===== src/hdl/lu2u_pkg.sv =====
package lu2u_pkg;

  // Parser position within the byte stream
  typedef enum logic [1:0] {
    PH_LEN_HI  = 2'd0,
    PH_LEN_LO  = 2'd1,
    PH_UNIT_HI = 2'd2,
    PH_UNIT_LO = 2'd3
  } lu2u_phase_t;

  // One queued job: up to three results pushed on one accepted input byte.
  // A bare marker is cnt_m1 = 0 with data = 0.
  typedef struct packed {
    logic [2:0][7:0] bytes;
    logic [1:0]      cnt_m1;
    logic            data;
    logic            last;
    logic            status;
  } lu2u_op_t;

  localparam logic [15:0] LU2U_MAX_LENGTH_RST = 16'd32767;
  localparam logic [12:0] LU2U_CAPACITY_RST   = 13'd1024;
  localparam logic [12:0] LU2U_HEADROOM       = 13'd4;

  localparam logic [15:0] LU2U_ONE_BYTE_LIM = 16'h0080;
  localparam logic [15:0] LU2U_TWO_BYTE_LIM = 16'h0800;
  localparam logic [7:0]  LU2U_LEAD2        = 8'hC0;
  localparam logic [7:0]  LU2U_LEAD3        = 8'hE0;
  localparam logic [7:0]  LU2U_CONT         = 8'h80;

  localparam logic       LU2U_ST_OK          = 1'b0;
  localparam logic       LU2U_ST_TOO_LONG    = 1'b1;

  // Register map (byte address bit 2 selects the register)
  localparam logic LU2U_REG_MAX_LENGTH = 1'b0;
  localparam logic LU2U_REG_CAPACITY   = 1'b1;

endpackage


===== src/hdl/lu2u_front.sv =====
module lu2u_front
  import lu2u_pkg::*;
(
  input  logic        clk,
  input  logic        rst_n,
  input  logic        in_valid,
  input  logic [7:0]  in_data_byte,
  input  logic        q_full,
  input  logic [15:0] max_length,
  input  logic [12:0] output_capacity,
  output logic        in_stall,
  output logic        push,
  output lu2u_op_t    push_op
);

  lu2u_phase_t phase_r, phase_nxt;
  logic [7:0]  len_hi_r, len_hi_nxt;
  logic [15:0] units_r, units_nxt;
  logic [7:0]  unit_hi_r, unit_hi_nxt;
  logic [12:0] written_r, written_nxt;
  logic        stopped_r, stopped_nxt;

  logic        acc;
  logic [15:0] full_len;
  logic [15:0] code;
  logic        closing;
  logic        at_cap;
  logic [1:0]  cnt;
  logic [2:0][7:0] enc;

  assign in_stall = q_full;
  assign acc      = in_valid & ~q_full;
  assign full_len = {len_hi_r, in_data_byte};
  assign code     = {unit_hi_r, in_data_byte};
  assign closing  = (units_r == 16'd1);
  assign at_cap   = ({1'b0, written_r} + {1'b0, LU2U_HEADROOM}) >= {1'b0, output_capacity};

  // UTF-8 encode of the current unit
  always_comb begin
    enc = '0;
    cnt = 2'd0;
    if (!stopped_r && !at_cap && code != 16'd0) begin
      if (code < LU2U_ONE_BYTE_LIM) begin
        enc[0] = code[7:0];
        cnt    = 2'd1;
      end else if (code < LU2U_TWO_BYTE_LIM) begin
        enc[0] = LU2U_LEAD2 | {3'b000, code[10:6]};
        enc[1] = LU2U_CONT | {2'b00, code[5:0]};
        cnt    = 2'd2;
      end else begin
        enc[0] = LU2U_LEAD3 | {4'h0, code[15:12]};
        enc[1] = LU2U_CONT | {2'b00, code[11:6]};
        enc[2] = LU2U_CONT | {2'b00, code[5:0]};
        cnt    = 2'd3;
      end
    end
  end

  // Next state
  always_comb begin
    phase_nxt = phase_r;
    if (acc) begin
      unique case (phase_r)
        PH_LEN_HI:  phase_nxt = PH_LEN_LO;
        PH_LEN_LO:  phase_nxt = (full_len > max_length || full_len == 16'd0) ?
                                PH_LEN_HI : PH_UNIT_HI;
        PH_UNIT_HI: phase_nxt = PH_UNIT_LO;
        PH_UNIT_LO: phase_nxt = closing ? PH_LEN_HI : PH_UNIT_HI;
        default:    phase_nxt = PH_LEN_HI;
      endcase
    end
  end

  // Datapath and queue write
  always_comb begin
    len_hi_nxt  = len_hi_r;
    units_nxt   = units_r;
    unit_hi_nxt = unit_hi_r;
    written_nxt = written_r;
    stopped_nxt = stopped_r;
    push        = 1'b0;
    push_op     = '0;
    if (acc) begin
      unique case (phase_r)
        PH_LEN_HI: len_hi_nxt = in_data_byte;
        PH_LEN_LO: begin
          if (full_len > max_length) begin
            push           = 1'b1;
            push_op.last   = 1'b1;
            push_op.status = LU2U_ST_TOO_LONG;
          end else if (full_len == 16'd0) begin
            push           = 1'b1;
            push_op.last   = 1'b1;
            push_op.status = LU2U_ST_OK;
          end else begin
            units_nxt   = full_len;
            written_nxt = '0;
            stopped_nxt = 1'b0;
          end
        end
        PH_UNIT_HI: unit_hi_nxt = in_data_byte;
        PH_UNIT_LO: begin
          units_nxt   = units_r - 16'd1;
          written_nxt = written_r + {11'd0, cnt};
          if (!stopped_r && (at_cap || code == 16'd0)) stopped_nxt = 1'b1;
          if (cnt != 2'd0) begin
            push           = 1'b1;
            push_op.bytes  = enc;
            push_op.cnt_m1 = cnt - 2'd1;
            push_op.data   = 1'b1;
            push_op.last   = closing;
          end else if (closing) begin
            push           = 1'b1;
            push_op.last   = 1'b1;
            push_op.status = LU2U_ST_OK;
          end
        end
        default: ;
      endcase
    end
  end

  always_ff @(posedge clk) begin
    if (!rst_n) begin
      phase_r   <= PH_LEN_HI;
      len_hi_r  <= '0;
      units_r   <= '0;
      unit_hi_r <= '0;
      written_r <= '0;
      stopped_r <= 1'b0;
    end else begin
      phase_r   <= phase_nxt;
      len_hi_r  <= len_hi_nxt;
      units_r   <= units_nxt;
      unit_hi_r <= unit_hi_nxt;
      written_r <= written_nxt;
      stopped_r <= stopped_nxt;
    end
  end

endmodule


===== src/hdl/lu2u_fifo.sv =====
module lu2u_fifo
  import lu2u_pkg::*;
#(
  parameter int DEPTH = 4
) (
  input  logic     clk,
  input  logic     rst_n,
  input  logic     push,
  input  lu2u_op_t push_op,
  input  logic     pop,
  output logic     full,
  output logic     empty,
  output lu2u_op_t head_op
);

  localparam int PW = (DEPTH > 1) ? $clog2(DEPTH) : 1;
  localparam int CW = $clog2(DEPTH + 1);
  localparam logic [PW-1:0] LAST_PTR = PW'(DEPTH - 1);
  localparam logic [CW-1:0] FULL_CNT = CW'(DEPTH);

  lu2u_op_t      mem [DEPTH];
  logic [PW-1:0] wr_r, wr_nxt, rd_r, rd_nxt;
  logic [CW-1:0] cnt_r, cnt_nxt;

  assign full    = (cnt_r == FULL_CNT);
  assign empty   = (cnt_r == '0);
  assign head_op = mem[rd_r];

  always_comb begin
    wr_nxt  = wr_r;
    rd_nxt  = rd_r;
    cnt_nxt = cnt_r;
    if (push) wr_nxt = (wr_r == LAST_PTR) ? '0 : wr_r + PW'(1);
    if (pop)  rd_nxt = (rd_r == LAST_PTR) ? '0 : rd_r + PW'(1);
    if (push && !pop)      cnt_nxt = cnt_r + CW'(1);
    else if (!push && pop) cnt_nxt = cnt_r - CW'(1);
  end

  always_ff @(posedge clk) begin
    if (push) mem[wr_r] <= push_op;
  end

  always_ff @(posedge clk) begin
    if (!rst_n) begin
      wr_r  <= '0;
      rd_r  <= '0;
      cnt_r <= '0;
    end else begin
      wr_r  <= wr_nxt;
      rd_r  <= rd_nxt;
      cnt_r <= cnt_nxt;
    end
  end

endmodule


===== src/hdl/lu2u_back.sv =====
module lu2u_back
  import lu2u_pkg::*;
(
  input  logic       clk,
  input  logic       rst_n,
  input  logic       q_empty,
  input  lu2u_op_t   head_op,
  output logic       pop,
  input  logic       out_stall,
  output logic       out_valid,
  output logic [7:0] out_byte,
  output logic       out_byte_valid,
  output logic       out_last,
  output logic       out_status
);

  lu2u_op_t   op_r, op_nxt;
  logic       busy_r, busy_nxt;
  logic [1:0] idx_r, idx_nxt;
  logic       ov_r, ov_nxt;
  logic [7:0] ob_r, ob_nxt;
  logic       obv_r, obv_nxt, ol_r, ol_nxt, os_r, os_nxt;

  logic out_free, emit, op_done;

  assign out_free = ~ov_r | ~out_stall;
  assign emit     = busy_r & out_free;
  assign op_done  = emit & (idx_r == op_r.cnt_m1);
  assign pop      = ~q_empty & (~busy_r | op_done);

  always_comb begin
    op_nxt   = op_r;
    busy_nxt = busy_r;
    idx_nxt  = idx_r;
    ov_nxt   = ov_r & out_stall;
    ob_nxt   = ob_r;
    obv_nxt  = obv_r;
    ol_nxt   = ol_r;
    os_nxt   = os_r;
    if (emit) begin
      ov_nxt  = 1'b1;
      ob_nxt  = op_r.data ? op_r.bytes[idx_r] : 8'h00;
      obv_nxt = op_r.data;
      ol_nxt  = op_r.last & (idx_r == op_r.cnt_m1);
      os_nxt  = op_r.status;
      idx_nxt = idx_r + 2'd1;
    end
    if (op_done) busy_nxt = 1'b0;
    if (pop) begin
      op_nxt   = head_op;
      busy_nxt = 1'b1;
      idx_nxt  = 2'd0;
    end
  end

  always_ff @(posedge clk) begin
    op_r  <= op_nxt;
    ob_r  <= ob_nxt;
    obv_r <= obv_nxt;
    ol_r  <= ol_nxt;
    os_r  <= os_nxt;
    if (!rst_n) begin
      busy_r <= 1'b0;
      idx_r  <= '0;
      ov_r   <= 1'b0;
    end else begin
      busy_r <= busy_nxt;
      idx_r  <= idx_nxt;
      ov_r   <= ov_nxt;
    end
  end

  assign out_valid      = ov_r;
  assign out_byte       = ob_r;
  assign out_byte_valid = obv_r;
  assign out_last       = ol_r;
  assign out_status     = os_r;

endmodule


===== src/hdl/length_prefixed_utf16be_to_utf8.sv =====
// Path: the job queue, then the back end's job register, then the output register.
// Throughput: one input byte per cycle while the job queue has room; the back
// end drains one result per cycle while out_stall is low, so a unit (2 bytes in)
// giving 3 bytes out is paced by the single output port once the queue fills.
// Reset (rst_n, synchronous): parser back to length high byte, queue and
// output empty, max_length = 32767, output_capacity = 1024.
module length_prefixed_utf16be_to_utf8
  import lu2u_pkg::*;
#(
  parameter int QUEUE_DEPTH = 4
) (
  input  logic        clk,
  input  logic        rst_n,
  // byte stream in
  input  logic        in_valid,
  output logic        in_stall,
  input  logic [7:0]  in_data_byte,
  // UTF-8 results out
  output logic        out_valid,
  input  logic        out_stall,
  output logic [7:0]  out_byte,
  output logic        out_byte_valid,
  output logic        out_last,
  output logic        out_status,
  // register port
  input  logic        psel,
  input  logic        penable,
  input  logic        pwrite,
  input  logic [2:0]  paddr,
  input  logic [31:0] pwdata,
  output logic [31:0] prdata,
  output logic        pready
);

  // Config registers: bit 2 of the address picks the register
  logic [15:0] max_length_r;
  logic [12:0] capacity_r;
  logic        wr_req;

  assign pready = 1'b1;
  assign wr_req = psel & penable & pwrite;

  always_ff @(posedge clk) begin
    if (!rst_n) begin
      max_length_r <= LU2U_MAX_LENGTH_RST;
      capacity_r   <= LU2U_CAPACITY_RST;
    end else if (wr_req) begin
      unique case (paddr[2])
        LU2U_REG_MAX_LENGTH: max_length_r <= pwdata[15:0];
        LU2U_REG_CAPACITY:   capacity_r   <= pwdata[12:0];
        default: ;
      endcase
    end
  end

  always_comb begin
    unique case (paddr[2])
      LU2U_REG_MAX_LENGTH: prdata = {16'd0, max_length_r};
      LU2U_REG_CAPACITY:   prdata = {19'd0, capacity_r};
      default:             prdata = '0;
    endcase
  end

  // Front: parses length/unit bytes and encodes each request into a job
  logic     q_full, q_empty, q_push, q_pop;
  lu2u_op_t push_op, head_op;

  lu2u_front u_front (
    .clk             (clk),
    .rst_n           (rst_n),
    .in_valid        (in_valid),
    .in_data_byte    (in_data_byte),
    .q_full          (q_full),
    .max_length      (max_length_r),
    .output_capacity (capacity_r),
    .in_stall        (in_stall),
    .push            (q_push),
    .push_op         (push_op)
  );

  // Job queue decouples parsing from result delivery
  lu2u_fifo #(
    .DEPTH (QUEUE_DEPTH)
  ) u_fifo (
    .clk     (clk),
    .rst_n   (rst_n),
    .push    (q_push),
    .push_op (push_op),
    .pop     (q_pop),
    .full    (q_full),
    .empty   (q_empty),
    .head_op (head_op)
  );

  // Back: unrolls each job into the output register, one result per cycle unless stalled
  lu2u_back u_back (
    .clk            (clk),
    .rst_n          (rst_n),
    .q_empty        (q_empty),
    .head_op        (head_op),
    .pop            (q_pop),
    .out_stall      (out_stall),
    .out_valid      (out_valid),
    .out_byte       (out_byte),
    .out_byte_valid (out_byte_valid),
    .out_last       (out_last),
    .out_status     (out_status)
  );

endmodule


===== config.mk =====
export PLATFORM = sky130hd
export DESIGN_NAME = length_prefixed_utf16be_to_utf8
export DESIGN_NICKNAME = d
export VERILOG_FILES = /design/src/hdl/lu2u_pkg.sv /design/src/hdl/lu2u_front.sv /design/src/hdl/lu2u_fifo.sv /design/src/hdl/lu2u_back.sv /design/src/hdl/length_prefixed_utf16be_to_utf8.sv
export SDC_FILE = /design/constraint.sdc
export NUM_CORES = 1
export LEC_CHECK = 0
export BUFFER_PORTS_ARGS = -buffer_cell sky130_fd_sc_hd__buf_2
export CORE_ASPECT_RATIO = 1.5
export CORE_MARGIN = 2
export CORE_UTILIZATION = 50
export DETAILED_ROUTE_END_ITERATION = 6
export GPL_TIMING_DRIVEN = 0
export PLACE_DENSITY = 0.77
export SLEW_MARGIN = 40
export SYNTH_ARGS = -nofsm -noshare
export SYNTH_HDL_FRONTEND = slang
export SYNTH_HIERARCHICAL = 1
export SYNTH_SLANG_ARGS = --single-unit

===== constraint.sdc =====
create_clock -name clk -period 9 [get_ports clk]
set_input_delay 0.45 -clock clk [delete_from_list [all_inputs] [get_ports clk]]
set_output_delay 0.45 -clock clk [all_outputs]
set_load 0.005 [all_outputs]

# --- Word-level counts from Yosys, hierarchy flattened ---
# Memory sizes are Yosys's and may differ from the RTL's. A register that Yosys moved wholly into a read port is not among the register bits.
# Cells that the tools add are included.
op_classes:
  n_reduce_logical: 27
  order_cmp: 5
  eq_ne: 11
  mux: 48
  n_addsub: 9
  bitwise: 17
op_table:
  columns: ["cell", "n"]
  rows:
  - ["case mux 32 bit (2 select lines)", 1]
  - ["two-way mux 27 bit", 2]
  - ["two-way mux 16 bit", 3]
  - ["zero test 16 bit", 2]
  - ["case mux 16 bit (2 select lines)", 1]
  - ["two-way mux 29 bit", 1]
  - ["two-way mux 13 bit", 2]
  - ["case mux 13 bit (2 select lines)", 1]
  - ["two-way mux 24 bit", 1]
  - ["two-way mux 8 bit", 3]
  - ["two-way mux 2 bit", 9]
  - ["binary-select mux 8 bit (select 2 bit)", 1]
  - ["equality test 16 x 1 -> 1 bit (second input constant)", 1]
  - ["greater-than comparator 16 bit", 1]
  - ["< comparator 16 x 12 -> 1 bit (second input constant)", 1]
  - ["< comparator 16 x 8 -> 1 bit (second input constant)", 1]
  - ["two-way mux 1 bit", 16]
  - ["nonzero test 16 bit", 1]
  - ["subtractor 16 x 1 -> 16 bit (second input constant)", 1]
  - ["adder 13 x 3 -> 14 bit (second input constant)", 1]
  - [">= comparator 14 x 13 -> 1 bit", 1]
  - ["two-way mux 14 bit", 1]
  - ["adder 13 x 2 -> 13 bit", 1]
  - ["bitwise AND 1 bit", 8]
  - ["other kinds (27)", 56]
word_totals:
  ramBits: 116
  out_inout_bits: 46
  elab_cells: 136
  in_bits: 50
  n_memories: 1
  regBits: 99
mem_list:
  columns: ["memory", "depth", "word_bits", "read_ports", "rd_clocked_by_memory_dff", "wr", "line", "rtl"]
  rows:
  - ["u_fifo.mem", 4, 29, 1, 1, 1, "lu2u_fifo.sv:21", "lu2u_op_t mem [DEPTH];"]

# --- Logic depth before layout (Yosys ltp) ---
logic_depth:
  depth_word: 14
  mapped_depth: 16
  mapped_depth_nobuf: 16

# --- Hierarchy ---
# The synthesis kept the hierarchy.
by_module_without_submodules:
  columns: ["module", "instances", "area_each_um2", "cells_per_inst", "seq_area_each_um2"]
  rows:
  - ["lu2u_fifo", 1, 4650.7, 195, 3663.5]
  - ["lu2u_front", 1, 3776.1, 516, 960.9]
  - ["lu2u_back", 1, 1694.1, 99, 1281.2]
  - ["length_prefixed_utf16be_to_utf8", 1, 1569.0, 164, 580.6]

# --- Least setup slack after synthesis ---
# OpenSTA, ideal clock, no wires.
synth_path:
  kind: "register to register"
  start: "register u_front.written_r[4]"
  end: "register u_fifo.cnt_r[2]"
  required_time_ps: 8924
  synth_period_minus_slack_ps: 3977
  path_buffers: 0
  setup_time_ps: 76
  arrival_time_ps: 3901
  setup_slack_ps: 5023
  path_stages_with_launch: 17
  cell_sequence: "dfxtp_1 -> nand3_1 -> nor3_1 -> and3_1 -> xor2_1 -> ha_1 -> and4_1 -> a41o_1 -> a311oi_2 -> nand2_1 -> a31oi_1 -> ha_1 -> inv_1 -> fa_1 -> xor2_1 -> or3_1 -> a21boi_0"
synth_between:
  elab_chain_len: 13
  elab_cells_between_ends: 15
  cone_classes: "add/sub: 1; order compare: 1; mux: 5; reduce/logical: 8"
synth_rtl:
  columns: ["element", "line", "rtl"]
  rows:
  - ["start: declaration", "lu2u_front.sv:20", "logic [12:0] written_r, written_nxt;"]
  - ["start signal: assignment", "lu2u_front.sv:136", "written_r <= written_nxt;"]
  - ["adder 13 x 3 -> 14 bit *", "lu2u_front.sv:36", "assign at_cap = ({1'b0, written_r} + {1'b0, LU2U_HEADROOM}) >= {1'b0, output_capacity};"]
  - [">= comparator 14 x 13 -> 1 bit *", "lu2u_front.sv:36", null]
  - ["zero test 1 bit *", "lu2u_front.sv:42", "if (!stopped_r && !at_cap && code != 16'd0) begin"]
  - ["logical AND 1 bit * (2 in a row)", "lu2u_front.sv:42", null]
  - ["two-way mux 2 bit *", "lu2u_front.sv:42", null]
  - ["nonzero test 2 bit *", "lu2u_front.sv:106", "if (cnt != 2'd0) begin"]
  - ["two-way mux 1 bit *", "lu2u_front.sv:106", null]
  - ["case mux 1 bit (2 select lines) *", "lu2u_front.sv:84", "unique case (phase_r)"]
  - ["two-way mux 1 bit *", "lu2u_front.sv:83", "if (acc) begin"]
  - ["net q_push", "length_prefixed_utf16be_to_utf8.sv:65", "logic q_full, q_empty, q_push, q_pop;"]
  - ["zero test 1 bit", "lu2u_fifo.sv:36", "else if (!push && pop) cnt_nxt = cnt_r - CW'(1);"]
  - ["logical AND 1 bit", "lu2u_fifo.sv:36", null]
  - ["nonzero test 2 bit (no source line)", null, null]
  - ["end signal: assignment", "lu2u_fifo.sv:51", "cnt_r <= cnt_nxt;"]
  - ["end: declaration", "lu2u_fifo.sv:23", "logic [CW-1:0] cnt_r, cnt_nxt;"]
# The timed path passes the listed nets; every way through them passes the cells marked *.
# A chain may end at the register's enable or synchronous reset.

# --- Worst setup path in the final report ---
layout_path:
  start: "register u_front.written_r[2]"
  end: "register u_fifo.cnt_r[2]"
# Same word-level chain as after synthesis.

==> reports/metrics.cfg <==
[run_status]
status = finished clean

[global_route]
antenna_found_initial = 0
groute.layer.met2.usage = 0.420
grt_use_met1 = 0.246
grt_pass1_wl_um = 42400
track_usage = 0.223
grt_pass1_vias = 7898
grt_use_met3 = 0.0229
overflow = 0
grt_busiest_layer = met2
grt_max_degree = 25

[final_layout]
antenna_cells = 0
design_area_um2 = 13400
nNetsFinal = 1171
utilization = 0.582
area_growth_pct = 14.3
drive_gt1_frac = 0.202
nFillCells = 1878

[clocking]
clk_latency_ns = 0.50
cts_root_buffer = clkbuf_16
clkTransAtPathRegs_ns = 0.07
htree_num_levels = 1
cts_buffer_depth = 3
post-cts-setup-buffers = 0
cts_tree = yes
ctsResizeCount = 0
cts_made_buffers = 23
holdBufCountCts = 0
clock-sinks = 246

[power]
switching_share = 0.279
irDropWorstVdd_mv = 0.136
seq_power_share = 0.452
p_int_w = 0.00231
clkPwrFrac = 0.323
pwr_density_cell_nw_per_um2 = 240
leakagePower_nw = 5.05
switching_power_w = 0.000894
comb_power_share = 0.225

[drt]
drt-vias-per-instance = 5.78
wl_per_cell_um = 19.6
wl_um = 27000
final_antenna_net_count = 0
drt_iter0_markers = 580
dr.pass1.iters = 6
drc = 0
vias = 7954

[die]
rows = 68
die_area_um2 = 24600
start_util = 0.509
die_h_um = 191
ios = 96
die_w_um = 129
design.core.area_um2 = 23000

[yosys]
synth_area_leaders = edfxtp_1, dfxtp_1, mux4_2
synth_top_area_share = 0.401
yosysMostFrequentCell = edfxtp_1
yosysWarnings = 6
synth_cells = 974
ys_async_sr_fraction = 0
yosys.area.top_type = edfxtp_1
syn_area_um2 = 11700
synth_edf_count = 156
synth-seq-cells = 246
syn_area_per_cell_um2 = 12.0
yosysUniqueCellTypes = 71
netlist_top_cells_count = edfxtp_1, nand2_1, dfxtp_1
yosysSeqAreaShare = 0.555
yosys_most_used_dff = edfxtp_1

[sta]
final.min_clock_period_ns = 4.86
post-route-period-util = 0.540
finClkSkew_ns = 0.00964
hold_viol = 0
finalSetupViolations = 0
rsz0062_at_grt = false
tightest_slew_ns = 0.797
setup_tns_ns = 0
slew_headroom = 0.465
slew_viol_final = 0
max_freq_mhz = 206

[placement]
gp_congestion = 0.954
io_buffers = 59
dp_hpwl_um = 19200
place_area_um2 = 12500

[worst_setup_path]
setup.worst_path.start = u_front/written_r[2]$_SDFFE_PN0P_
worst-r2r-setup-slack_ns = 4.14
critPathKind = flop to flop
critPathLaunchType = flop
rr_endpoint = u_fifo/cnt_r[2]$_SDFFE_PN0P_
ff2ff_path_depth = 16
cp.arrival_ns = 5.29
end_kind = flop
cp_max_fo = 7
crit_required_ns = 9.43
worstReg2RegStart = u_front/written_r[2]$_SDFFE_PN0P_

[worst_hold_path]
hp-start = pwdata[15]
hold_end = max_length_r[15]$_SDFFE_PN0P_
worstHoldPathType = input pin to flop
hold_depth = 3

[job]
cap_violations = 0

## worst max-delay path by stage
stage               cells past startpoint  slack [ns]                      endpoint
finish                                 16        4.14  u_fifo/cnt_r[2]$_SDFFE_PN0P_
global route                           16        3.80  u_fifo/cnt_r[2]$_SDFFE_PN0P_
CTS                                    16        4.09  u_fifo/cnt_r[2]$_SDFFE_PN0P_
detailed placement                     16        4.13  u_fifo/cnt_r[2]$_SDFFE_PN0P_
global placement                       11        3.90   u_fifo/mem[0][16]$_DFFE_PP_
floorplan                              16        5.02  u_fifo/cnt_r[2]$_SDFFE_PN0P_
## sequential cells by signal (all words and copies together), names as in the netlist, 2 cells and up, named ones only
register	flops
capacity_r	13
u_front/len_hi_r	8
u_front/phase_r	2
u_front/written_r	13
u_back/idx_r	2
u_fifo/wr_r	2
max_length_r	16
u_front/unit_hi_r	8
u_back/op_r	29
u_front/units_r	16
u_fifo/rd_r	2
u_fifo/cnt_r	3
u_fifo/mem	116
u_back/out_byte	8
## power by group through the flow
stage               Clock (W)  Combinational, W  Sequential (W)
finish                0.00103          0.000721         0.00145
global route          0.00109          0.000786         0.00146
CTS                   0.00105          0.000720         0.00145
detailed placement          0          0.000715         0.00147
global placement            0          0.000678         0.00147
floorplan                   0          0.000509         0.00145
## kinds of logic after synthesis
family,after synthesis,synth area share
other,3,0.000963
adder cells (fa/ha/maj),42,0.0462
AND/OR/NAND/NOR,303,0.131
flip-flops,246,0.555
XOR/XNOR,14,0.0105
buffers and inverters,108,0.0508
AO/OA/AOI/OAI,175,0.0979
multiplexers,83,0.107
## layout by cell type (no fill, tap or decap), drive strengths merged, types with 11 or more instances in the layout
cell,instances
mux4,29
edfxtp,156
nand3,21
buf,110
dfxtp,90
clkbuf,47
nor2,41
xor2,11
inv,42
o21ai,42
a21boi,12
ha,40
nor3,17
mux2,21
nand2,111
a21oi,58
mux2i,33
nor2b,43
conb,19
or3,14
o31ai,11
## critical path: stages (launching register included)
cell       delay, ns
dfxtp_1         0.42
nand3_1         0.23
nor3_1          0.42
and3_1          0.26
xor2_1          0.10
ha_1            0.22
a2111oi_0       0.37
o21ai_0         0.24
a311oi_2        0.37
nand2_1         0.14
a31oi_1         0.65
ha_1            0.30
inv_1           0.06
fa_1            0.37
xor2_1          0.15
or3_1           0.30
a21boi_0        0.15
## area by class of cell
type,instances,area (µm²),area share
clock inverters,15,211,0.0158
multi-input cells,636,4700,0.352
inverters,42,158,0.0118
well taps,280,350,0.0262
repair buffers,64,420,0.0315
clock buffers,27,601,0.0450
plain buffers,66,437,0.0327
flip-flops and latches,246,6490,0.485
## metal layers
metal	routed length, µm	vias to the layer above
met3	1120	92
met2	14600	267
met4	1470	0
met5	0	-
li1	-	3758
met1	9790	3837
## metrics by stage
step	power [W]	instances	hold WS, ns	worst slack, ns
finish	0.00320	1376	0.192	4.14
global route	0.00334	1376	0.183	3.80
CTS	0.00322	1376	0.179	4.09
detailed placement	0.00219	1334	0.405	4.13
global placement	0.00215	1329	0.406	3.90
floorplan	0.00196	990	0.400	5.02
(Power assumes the default switching activity.)
